--- config.mk ---
export PLATFORM = sky130hd
export DESIGN_NAME = char_class_tokenizer
export DESIGN_NICKNAME = d
export VERILOG_FILES = /design/src/rtl/cct_pkg.sv /design/src/rtl/cct_step.sv /design/src/rtl/cct_result_fifo.sv /design/src/rtl/char_class_tokenizer.sv
export SDC_FILE = /design/constraint.sdc
export NUM_CORES = 1
export LEC_CHECK = 0
export BUFFER_PORTS_ARGS = -buffer_cell sky130_fd_sc_hd__buf_2
export CAP_MARGIN = 30
export CORE_MARGIN = 2
export CORE_UTILIZATION = 35
export DETAILED_ROUTE_END_ITERATION = 6
export SLEW_MARGIN = 20
export SYNTH_ARGS = -nofsm -noshare
export SYNTH_HDL_FRONTEND = slang
export SYNTH_HIERARCHICAL = 1
export SYNTH_SLANG_ARGS = --single-unit
--- constraint.sdc ---
create_clock -name i_clk -period 22.6 [get_ports i_clk]
set_input_delay 2.26 -clock i_clk [delete_from_list [all_inputs] [get_ports i_clk]]
set_output_delay 2.26 -clock i_clk [all_outputs]
set_load 0.02 [all_outputs]
--- src/rtl/cct_pkg.sv ---
// ----------------------------------------------------------------------------
// cct_pkg: shared types and constants of the character class tokenizer
// Record and state structures, byte class helpers and result queue sizing.
// ----------------------------------------------------------------------------
package cct_pkg;

    localparam int MAX_TOKEN_BYTES = 255;
    localparam logic [7:0]  KEEP_LIMIT = 8'(MAX_TOKEN_BYTES - 1);
    localparam logic [31:0] POS_MAX    = 32'hFFFF_FFFF;

    localparam int FIFO_DEPTH = 4;
    localparam int FIFO_AW    = $clog2(FIFO_DEPTH);
    localparam int FIFO_CW    = $clog2(FIFO_DEPTH + 1);

    // Record kinds
    localparam logic REC_BYTE = 1'b0;
    localparam logic REC_END  = 1'b1;

    // Configuration register indexes
    localparam logic CFG_SPLIT_MODE = 1'b0;
    localparam logic CFG_LOWERCASE  = 1'b1;

    // Split modes
    localparam logic SPLIT_SPACE  = 1'b0;
    localparam logic SPLIT_LETTER = 1'b1;

    typedef struct packed {
        logic        kind;
        logic [7:0]  tbyte;
        logic [31:0] start_off;
        logic [31:0] end_off;
        logic [7:0]  kept_len;
        logic        last;
    } t_rec;

    typedef struct packed {
        logic        in_token;
        logic [31:0] pos;
        logic [31:0] start_off;
        logic [7:0]  kept;
        logic        finished;
    } t_tok_state;

    function automatic logic is_space_byte(input logic [7:0] b);
        return (b == 8'h20) || ((b >= 8'h09) && (b <= 8'h0D));
    endfunction

    function automatic logic is_upper_byte(input logic [7:0] b);
        return (b >= 8'h41) && (b <= 8'h5A);
    endfunction

    function automatic logic is_letter_byte(input logic [7:0] b);
        return is_upper_byte(b) || ((b >= 8'h61) && (b <= 8'h7A));
    endfunction

endpackage

--- src/rtl/cct_step.sv ---
// ----------------------------------------------------------------------------
// cct_step: per-byte tokenizer logic
// Classifies one text byte, forms up to two records and the next state.
// ----------------------------------------------------------------------------
module cct_step (
    input  cct_pkg::t_tok_state i_state,
    input  logic [7:0]          i_text_byte,
    input  logic                i_end_of_text,
    input  logic                i_split_mode,
    input  logic                i_lowercase,
    output cct_pkg::t_tok_state o_next_state,
    output cct_pkg::t_rec       o_rec0,
    output cct_pkg::t_rec       o_rec1,
    output logic [1:0]          o_push_n
);
    import cct_pkg::*;

    logic        tok;
    logic        active;
    logic [31:0] pos_inc;
    logic [31:0] tok_start;
    logic [7:0]  kc_base;
    logic        emit_byte;
    logic [7:0]  kc_new;
    logic [7:0]  out_byte;
    logic        emit_end;
    t_rec        rec_byte;
    t_rec        rec_end;
    t_tok_state  st;

    always_comb begin
        active = !i_state.finished;
        if (i_text_byte == 8'd0) begin
            tok = 1'b0;
        end else if (i_split_mode == SPLIT_LETTER) begin
            tok = is_letter_byte(i_text_byte);
        end else begin
            tok = !is_space_byte(i_text_byte);
        end

        pos_inc   = (i_state.pos == POS_MAX) ? POS_MAX : i_state.pos + 32'd1;
        tok_start = i_state.in_token ? i_state.start_off : i_state.pos;
        kc_base   = i_state.in_token ? i_state.kept : 8'd0;
        emit_byte = active && tok && (kc_base < KEEP_LIMIT);
        kc_new    = kc_base + {7'd0, emit_byte};
        out_byte  = i_text_byte;
        if (i_lowercase && is_upper_byte(i_text_byte)) begin
            out_byte = i_text_byte + 8'h20;
        end

        // A token closes on a non-token byte, or on the final byte of the text.
        emit_end = active && (tok ? i_end_of_text : i_state.in_token);

        rec_byte.kind      = REC_BYTE;
        rec_byte.tbyte     = out_byte;
        rec_byte.start_off = tok_start;
        rec_byte.end_off   = 32'd0;
        rec_byte.kept_len  = kc_new;
        rec_byte.last      = !emit_end;

        rec_end.kind      = REC_END;
        rec_end.tbyte     = 8'd0;
        rec_end.start_off = tok ? tok_start : i_state.start_off;
        rec_end.end_off   = tok ? pos_inc : i_state.pos;
        rec_end.kept_len  = tok ? kc_new : i_state.kept;
        rec_end.last      = 1'b1;

        o_rec0   = emit_byte ? rec_byte : rec_end;
        o_rec1   = rec_end;
        o_push_n = {1'b0, emit_byte} + {1'b0, emit_end};

        st = i_state;
        if (active) begin
            if (tok) begin
                st.in_token  = 1'b1;
                st.start_off = tok_start;
                st.kept      = kc_new;
                st.pos       = pos_inc;
            end else begin
                st.in_token = 1'b0;
                if (i_text_byte == 8'd0) begin
                    st.finished = 1'b1;
                end else begin
                    st.pos = pos_inc;
                end
            end
        end
        if (i_end_of_text) begin
            st = '0;
        end
        o_next_state = st;
    end

endmodule

--- src/rtl/cct_result_fifo.sv ---
// ----------------------------------------------------------------------------
// cct_result_fifo: result record queue
// Takes up to two records a cycle and hands out one a cycle.
// ----------------------------------------------------------------------------
module cct_result_fifo (
    input  logic          i_clk,
    input  logic          i_rst_n,
    input  logic [1:0]    i_push_n,
    input  cct_pkg::t_rec i_rec0,
    input  cct_pkg::t_rec i_rec1,
    input  logic          i_pop,
    output logic          o_room,
    output logic          o_valid,
    output cct_pkg::t_rec o_rec
);
    import cct_pkg::*;

    t_rec               r_mem [FIFO_DEPTH];
    logic [FIFO_AW-1:0] r_wptr;
    logic [FIFO_AW-1:0] r_rptr;
    logic [FIFO_CW-1:0] r_count;
    logic [FIFO_AW-1:0] wptr_1;
    logic               pop;

    assign wptr_1  = r_wptr + FIFO_AW'(1);
    assign o_valid = (r_count != '0);
    assign pop     = i_pop && o_valid;
    // Room for a full pair of records, judged before this cycle's pop.
    assign o_room  = (r_count <= FIFO_CW'(FIFO_DEPTH - 2));
    assign o_rec   = r_mem[r_rptr];

    always_ff @(posedge i_clk) begin
        if (i_push_n != 2'd0) begin
            r_mem[r_wptr] <= i_rec0;
        end
        if (i_push_n == 2'd2) begin
            r_mem[wptr_1] <= i_rec1;
        end
    end

    always_ff @(posedge i_clk) begin
        if (!i_rst_n) begin
            r_wptr  <= '0;
            r_rptr  <= '0;
            r_count <= '0;
        end else begin
            r_wptr  <= r_wptr + FIFO_AW'(i_push_n);
            r_rptr  <= r_rptr + FIFO_AW'(pop);
            r_count <= r_count + FIFO_CW'(i_push_n) - FIFO_CW'(pop);
        end
    end

endmodule

--- src/rtl/char_class_tokenizer.sv ---
// ----------------------------------------------------------------------------
// char_class_tokenizer: whitespace and letter tokenizer
// Splits a byte stream into token byte records and token end records.
// ----------------------------------------------------------------------------
// Usage:
//   Input channel (i_valid / o_ready) carries one text byte and an end of
//   text flag per item. Output channel (o_valid / i_ready) carries one record
//   per item: a token byte record or a token end record, with o_last_of_run
//   set on the last record caused by an input byte.
//   Configuration is written through i_cfg_we / i_cfg_index / i_cfg_data
//   while the block is idle; it applies from the next byte.
//   A record passes through the input register and the result queue
//   before it can be taken. Throughput: one byte per cycle while each
//   byte yields at most one record and the receiver takes them; a byte
//   with two records waits on the single read port of the four-entry queue.
//   Reset clears the tokenizer state, the configuration and the queue.
//   When the receiver stalls, the queue fills; the input register then
//   holds its byte and o_ready falls until the queue has room for two
//   records.
// ----------------------------------------------------------------------------
module char_class_tokenizer (
    input  logic        i_clk,
    input  logic        i_rst_n,
    input  logic        i_valid,
    output logic        o_ready,
    input  logic [7:0]  i_text_byte,
    input  logic        i_end_of_text,
    output logic        o_valid,
    input  logic        i_ready,
    output logic        o_record_kind,
    output logic [7:0]  o_token_byte,
    output logic [31:0] o_start_offset,
    output logic [31:0] o_end_offset,
    output logic [7:0]  o_kept_length,
    output logic        o_last_of_run,
    input  logic        i_cfg_we,
    input  logic        i_cfg_index,
    input  logic        i_cfg_data
);
    import cct_pkg::*;

    logic       r_in_valid;
    logic [7:0] r_text_byte;
    logic       r_end_of_text;
    logic       r_split_mode;
    logic       r_lowercase;
    t_tok_state r_state;
    t_tok_state n_state;
    t_rec       rec0;
    t_rec       rec1;
    t_rec       out_rec;
    logic [1:0] push_raw;
    logic [1:0] push_n;
    logic       room;
    logic       stage_go;

    assign stage_go = r_in_valid && room;
    assign o_ready  = !r_in_valid || stage_go;
    assign push_n   = stage_go ? push_raw : 2'd0;

    always_ff @(posedge i_clk) begin
        if (!i_rst_n) begin
            r_in_valid <= 1'b0;
        end else if (o_ready) begin
            r_in_valid <= i_valid;
        end
    end

    always_ff @(posedge i_clk) begin
        if (o_ready && i_valid) begin
            r_text_byte   <= i_text_byte;
            r_end_of_text <= i_end_of_text;
        end
    end

    always_ff @(posedge i_clk) begin
        if (!i_rst_n) begin
            r_split_mode <= SPLIT_SPACE;
            r_lowercase  <= 1'b0;
        end else if (i_cfg_we) begin
            unique case (i_cfg_index)
                CFG_SPLIT_MODE: r_split_mode <= i_cfg_data;
                CFG_LOWERCASE:  r_lowercase  <= i_cfg_data;
                default: ;
            endcase
        end
    end

    always_ff @(posedge i_clk) begin
        if (!i_rst_n) begin
            r_state <= '0;
        end else if (stage_go) begin
            r_state <= n_state;
        end
    end

    cct_step u_step (
        .i_state       (r_state),
        .i_text_byte   (r_text_byte),
        .i_end_of_text (r_end_of_text),
        .i_split_mode  (r_split_mode),
        .i_lowercase   (r_lowercase),
        .o_next_state  (n_state),
        .o_rec0        (rec0),
        .o_rec1        (rec1),
        .o_push_n      (push_raw)
    );

    cct_result_fifo u_fifo (
        .i_clk    (i_clk),
        .i_rst_n  (i_rst_n),
        .i_push_n (push_n),
        .i_rec0   (rec0),
        .i_rec1   (rec1),
        .i_pop    (i_ready),
        .o_room   (room),
        .o_valid  (o_valid),
        .o_rec    (out_rec)
    );

    assign o_record_kind  = out_rec.kind;
    assign o_token_byte   = out_rec.tbyte;
    assign o_start_offset = out_rec.start_off;
    assign o_end_offset   = out_rec.end_off;
    assign o_kept_length  = out_rec.kept_len;
    assign o_last_of_run  = out_rec.last;

endmodule

==> results of run 1 <==
per-stage QoR:
step	instance area (um^2)	hold WS (ns)
after global routing	26400	0.5067
after detailed placement	24890	0.4771
after floorplan	24180	0.4251
after CTS	26300	0.4850
final	26400	0.4856
after global placement	24870	0.4622
registers in the layout, summed over array words and instances, names as in the netlist:
register        flops
r_text_byte         8
u_fifo/r_rptr       2
u_fifo/r_wptr       2
r_in_valid          1
r_lowercase         1
u_fifo/r_mem      328
r_split_mode        1
r_state            74
r_end_of_text       1
u_fifo/r_count      3
where the power goes:
group,switching [mW],internal [mW]
clock,0.306,0.413
sequential,0.0271,0.889
combinational,0.312,0.180
total,0.645,1.48
layout by cell type, fill, tap and decap left out, drive strengths merged, types with 6 or more instances in the layout:
cell / count
a211oi: 14
a21o: 10
a21oi: 94
a311oi: 11
a31oi: 20
a41oi: 6
and2: 15
and3: 22
buf: 139
clkbuf: 63
clkinv: 17
conb: 10
dfxtp: 84
edfxtp: 337
ha: 10
inv: 17
mux2: 393
mux2i: 41
mux4: 82
nand2: 132
nand3: 33
nand4: 84
nor2: 87
nor3: 16
o21ai: 104
or3: 6
layout make-up:
cell class,instances,share of cell area
Sequential cell,421,0.4473
Multi-Input combinational cell,1263,0.4227
Clock buffer,63,0.04796
Tap cell,882,0.04180
Timing Repair Buffer,139,0.03251
Clock inverter,20,0.005497
Inverter,16,0.002275
logic make-up after synthesis:
kind of cell,Yosys count,synth area share
fa+ha+maj,11,0.006010
other cells,2,0.0003110
xor+xnor,3,0.002228
mux,516,0.2767
buf+inv,198,0.05399
flops,421,0.4887
simple gates,421,0.08601
compound gates,302,0.08601
tightest hold or removal path: stages (launching register included):
cell     delay, ns
dfxtp_1       0.33
nand2_1       0.06
o21ai_1       0.05
worst max-delay path by stage:
stage	slack, ns	cells past startpoint	startpoint	end
floorplan	13.41	12	r_text_byte[2]$_DFFE_PP_	u_fifo/r_mem[0][0]$_DFFE_PP_
global placement	16.98	13	r_text_byte[5]$_DFFE_PP_	u_fifo/r_mem[3][47]$_DFFE_PP_
detailed placement	16.93	12	r_text_byte[2]$_DFFE_PP_	u_fifo/r_mem[3][43]$_DFFE_PP_
CTS	16.68	4	u_fifo/r_rptr[0]$_SDFF_PN0_	o_kept_length[6]
global route	16.54	4	u_fifo/r_rptr[0]$_SDFF_PN0_	o_kept_length[6]
finish	16.84	4	u_fifo/r_rptr[0]$_SDFF_PN0_	o_kept_length[6]
layer usage:
layer | vias up | part of all wire | wire length, um | GRT usage
met5 | - | 0 | 0 | 0
met1 | 8300 | 0.43 | 28710 | 0.2415
met2 | 565 | 0.49 | 32830 | 0.3243
met4 | 0 | 0.026 | 1742 | 0.05846
li1 | 7298 | - | - | -
met3 | 111 | 0.057 | 3812 | 0.02712
==> flow_summary.ini, run 1 <==
[status]
status = finished, violations left
violations = DRC

[synth]
synth_edf_count = 337
synth.most_common_cell = mux2_2
synthTopCellsByArea = edfxtp_1 (42%), mux2_2 (18%), mux4_2 (7.6%), dfxtp_1 (7.0%), nand4_1 (2.2%)
synth.distinct_cells = 75
synthCells = 1874
syn_area_um2 = 24150
syn-mean-instance-area_um2 = 12.89
yosysTopAreaCell = edfxtp_1
yosysSeqAreaShare = 0.4887
yosys.area.top_type_share = 0.4191
synthArstFlopShare = 0
ys_warn_count = 6
synth-seq-cells = 421
synthFlopType = edfxtp_1
synth_common_cells = mux2_2 (389), edfxtp_1 (337), nand2_1 (132)

[critical_path]
critPathCaptureType = output port
crit_fanout = 39
worstSetupPathType = flop to output port
reg2reg_slack_ns = 16.85
cpMaxStageDelayCell = buf_4
path_buf_inv = 3
crit_arrival_ns = 3.50
setup.worst_path.start_class = flop
cp.required_ns = 20.34
reg2reg_to = u_fifo/r_mem[3][42]$_DFFE_PP_
critical_path.most_common_cell = buf_4
max_stage_delay_ns = 0.75
r2r_start = r_text_byte[5]$_DFFE_PP_
crit_family = buffers and inverters
reg2regPathDepth = 13
cp_cell_sequence = buf_4 > buf_4 > mux4_2 > buf_2

[global_routing]
overflow = 0
grt_pass1_vias = 16680
grt_max_degree = 85
grt_usage = 0.1874
antenna_found_initial = 0
grt_pass1_wl_um = 102800

[timing]
min_period_ns = 5.763
setup_violations = 0
rsz0062_at_grt = false
finClkSkew_ns = 0.02236
worst_pin_slew_ns = 1.027
fin_crit_sh = 0.2550
fmaxAchievable_mhz = 173.5
setup_ws_ns = 16.84
max-slew-margin-rel = 0.3153
slew_violations = 0
final.setup.tns_ns = 0
hold_viol_final = 0

[floorplan]
num_io_pins = 100
core_area_um2 = 68470
dieHeight_um = 266.7
num_rows = 96
dieArea_um2 = 71110
start_util = 0.3527
die_x_um = 266.7

[cells_and_area]
drive_above_1_share = 0.3975
post-route-util = 0.3856
n_antenna_cell = 0
instances_no_fill = 2804
nFillCells = 6480
nets = 1913
multi_input_area_um2 = 11160
seqCellArea_um2 = 11810
area.growth.synth_to_final_pct = 9.337

[route]
vias = 16270
wl_per_cell_um = 23.93
post-route-drc-count = 1
via_per_inst = 5.804
first_pass_iters = 7
wl_um = 67090
ant_nets = 0
drt_iter0_drc = 1477

[clocking]
cts_tree = done
cts.clk_slew.worst_paths_ns = 0.06
cts_setup_buffers = 0
htree_levels = 2
clk_path_buf_depth = 3
clock_latency_ns = 0.58
ctsHoldBuffers = 0
cts_resized = 0
cts.sinks = 421
cts_buffers = 45
root_buffer = clkbuf_16

[placed_design]
dp_slack_ns = 16.93
numPortBuffers = 99
gp_congestion = 0.8718
detailed_place_hpwl_um = 40040
dpl.cell_count = 2714

[power_and_ir_drop]
p_leak_nw = 9.222
power_density_nw_per_um2 = 80.57
ir_worst_vdd_v = 0.00004639
p_total_mw = 2.127

[worst_hold_path]
worstHoldEndpoint = r_state[9]$_SDFFE_PN0P_
hp-class = flop to flop
holdCritStartpoint = r_state[9]$_SDFFE_PN0P_
min_path_cells = 2

[flow_run]
cap_violations = 0
Power figures use the tool's default switching activity.
==> run 2: changes to the inputs <==
==> constraint.sdc (replaced) <==
create_clock -name i_clk -period 5.64 [get_ports i_clk]
set_input_delay 0.564 -clock i_clk [delete_from_list [all_inputs] [get_ports i_clk]]
set_output_delay 0.564 -clock i_clk [all_outputs]
set_load 0.02 [all_outputs]
==> run 2 against run 1 <==
The run now ends clean. Critical path depth increased by 7. Worst hold slack worse by 0.33 ns. Global-route usage shrank 0.50 points. Utilization is 0.34 points higher. Via count down 1.2%. Die area did not move. Cell count increased by 0.32%. Non-clock buffer count grew 5. Sequential share of layout area is 0.39 points lower. Sequential power grew to 4.0 times the previous value. Combinational power increased to 4.0 times the previous value. Highest routed layer unchanged.
==> flow_summary.ini, run 2 (same netlist as run 1, synthesis figures left out) <==
[route]
wl_um = 65520
vias = 16070
via_per_inst = 5.713
wl_per_cell_um = 23.29
post-route-drc-count = 0
drt_iter0_drc = 1331
first_pass_iters = 5
ant_nets = 0

[critical_path]
crit_fanout = 73
crit_arrival_ns = 4.82
cp.required_ns = 5.98
reg2reg_to = u_fifo/r_mem[2][19]$_DFFE_PP_
reg2reg_slack_ns = 1.17
critPathCaptureType = flop
reg2regPathDepth = 11
setup.worst_path.start_class = flop
max_stage_delay_ns = 0.67
cp_cell_sequence = inv_1 > ha_1 > nand3_1 > a211oi_2 > o21ai_4 > nor2_1 > ha_1 > and3_1 > and4bb_4 > buf_12 > mux2_2
cpMaxStageDelayCell = a211oi_2
r2r_start = r_text_byte[5]$_DFFE_PP_
worstSetupPathType = flop to flop
critical_path.most_common_cell = ha_1

[clocking]
cts_setup_buffers = 0
ctsHoldBuffers = 0
clock_latency_ns = 0.60
htree_levels = 2
clk_path_buf_depth = 3
cts.sinks = 421
root_buffer = clkbuf_16
cts_resized = 0
cts_buffers = 45
cts.clk_slew.worst_paths_ns = 0.06
cts_tree = done

[floorplan]
dieHeight_um = 266.7
die_x_um = 266.7
dieArea_um2 = 71110
core_area_um2 = 68470
num_io_pins = 100
start_util = 0.3527
num_rows = 96

[timing]
fmaxAchievable_mhz = 223.5
worst_pin_slew_ns = 0.9906
rsz0062_at_grt = false
finClkSkew_ns = 0.03262
hold_viol_final = 0
setup_violations = 0
fin_crit_sh = 0.7934
min_period_ns = 4.475
slew_violations = 0
final.setup.tns_ns = 0
max-slew-margin-rel = 0.3396
holdWs_ns = 0.1550

[placed_design]
gp_congestion = 0.8964
dpl.cell_count = 2719
detailed_place_hpwl_um = 39560
numPortBuffers = 99

[worst_hold_path]
worstHoldEndpoint = r_end_of_text$_DFFE_PP_
holdCritStartpoint = i_end_of_text
min_path_cells = 1
hp-class = primary input to flop

[cells_and_area]
drive_above_1_share = 0.4015
nFillCells = 6514
post-route-util = 0.3890
regMostFlops = u_fifo/r_mem
layout_common_cells = mux2_2 (389), edfxtp_1 (337), nand2_1 (132), buf_2 (99), a21oi_1 (92)
nets = 1918
top_regs = u_fifo/r_mem (328), r_state (74), r_text_byte (8)
largest_reg_flops = 328
area.growth.synth_to_final_pct = 10.29
instances_no_fill = 2813
layout.cells.most_common = mux2_2

[power_and_ir_drop]
p_leak_nw = 9.297
power_switching_mw = 2.604
p_int_mw = 6.016
power_density_nw_per_um2 = 323.7
clkPwrFrac = 0.346
sequentialPowerShare = 0.423
switching_share = 0.3021
comb_power_share = 0.231
ir_worst_vdd_v = 0.0002466

[global_routing]
grt_usage = 0.1823
antenna_found_initial = 2
grt_max_degree = 91
grt_pass1_vias = 15990
grt_pass1_wl_um = 99820
overflow = 0

[status]
status = finished clean

[flow_run]
cap_violations = 0
run 2: area by class of cell:
type | instances | area [um^2] | area share
Clock inverter | 18 | 192.7 | 0.007235
Multi-Input combinational cell | 1263 | 11160 | 0.4191
Inverter | 16 | 60.06 | 0.002255
Tap cell | 882 | 1104 | 0.04144
Clock buffer | 66 | 1285 | 0.04825
Timing Repair Buffer | 144 | 1012 | 0.03801
Antenna cell | 3 | 7.507 | 0.0002819
Sequential cell | 421 | 11810 | 0.4434
run 2: critical path: cells and delay by family, from the launching register on:
family / cells / cell delay (ns)
simple gates: 4 / 1.30
compound gates: 2 / 0.80
buf+inv: 2 / 0.63
flops: 1 / 0.49
fa+ha+maj: 2 / 0.49
mux: 1 / 0.40
run 2: worst max-delay path by stage:
stage / slack [ns] / from / endpoint
after global placement: 1.34 / r_text_byte[2]$_DFFE_PP_ / u_fifo/r_mem[2][36]$_DFFE_PP_
after detailed placement: 1.23 / r_text_byte[2]$_DFFE_PP_ / u_fifo/r_mem[2][28]$_DFFE_PP_
after global routing: 1.01 / r_text_byte[5]$_DFFE_PP_ / u_fifo/r_mem[2][33]$_DFFE_PP_
final: 1.17 / r_text_byte[5]$_DFFE_PP_ / u_fifo/r_mem[2][19]$_DFFE_PP_
after floorplan: -1.13 / r_text_byte[2]$_DFFE_PP_ / u_fifo/r_mem[1][0]$_DFFE_PP_
after CTS: 1.19 / r_text_byte[2]$_DFFE_PP_ / u_fifo/r_mem[2][26]$_DFFE_PP_
run 2: power by group through the flow:
stage                     clock network [mW]  registers [mW]  logic (mW)
after floorplan                            0            3.68        1.46
after global placement                     0            3.72        1.99
after detailed placement                   0            3.73        2.01
after CTS                               3.04            3.66        2.01
after global routing                    3.16            3.66        2.12
final                                   2.98            3.65        1.99
run 2: per-layer routing:
layer | vias to the layer above | wire (um) | GRT usage | share of wire
li1 | 7324 | - | - | -
met1 | 8150 | 27980 | 0.2380 | 0.43
met2 | 507 | 32990 | 0.3201 | 0.50
met3 | 91 | 3376 | 0.02463 | 0.052
met4 | 0 | 1173 | 0.04236 | 0.018
met5 | - | 0 | 0 | 0
run 2: per-stage QoR:
stage               power, mW  area [um^2]  setup WS [ns]
finish                  8.620        26630          1.165
global route            8.941        26630          1.012
CTS                     8.722        26530          1.192
detailed placement      5.737        25050          1.234
global placement        5.708        25020          1.343
floorplan               5.142        24190         -1.126
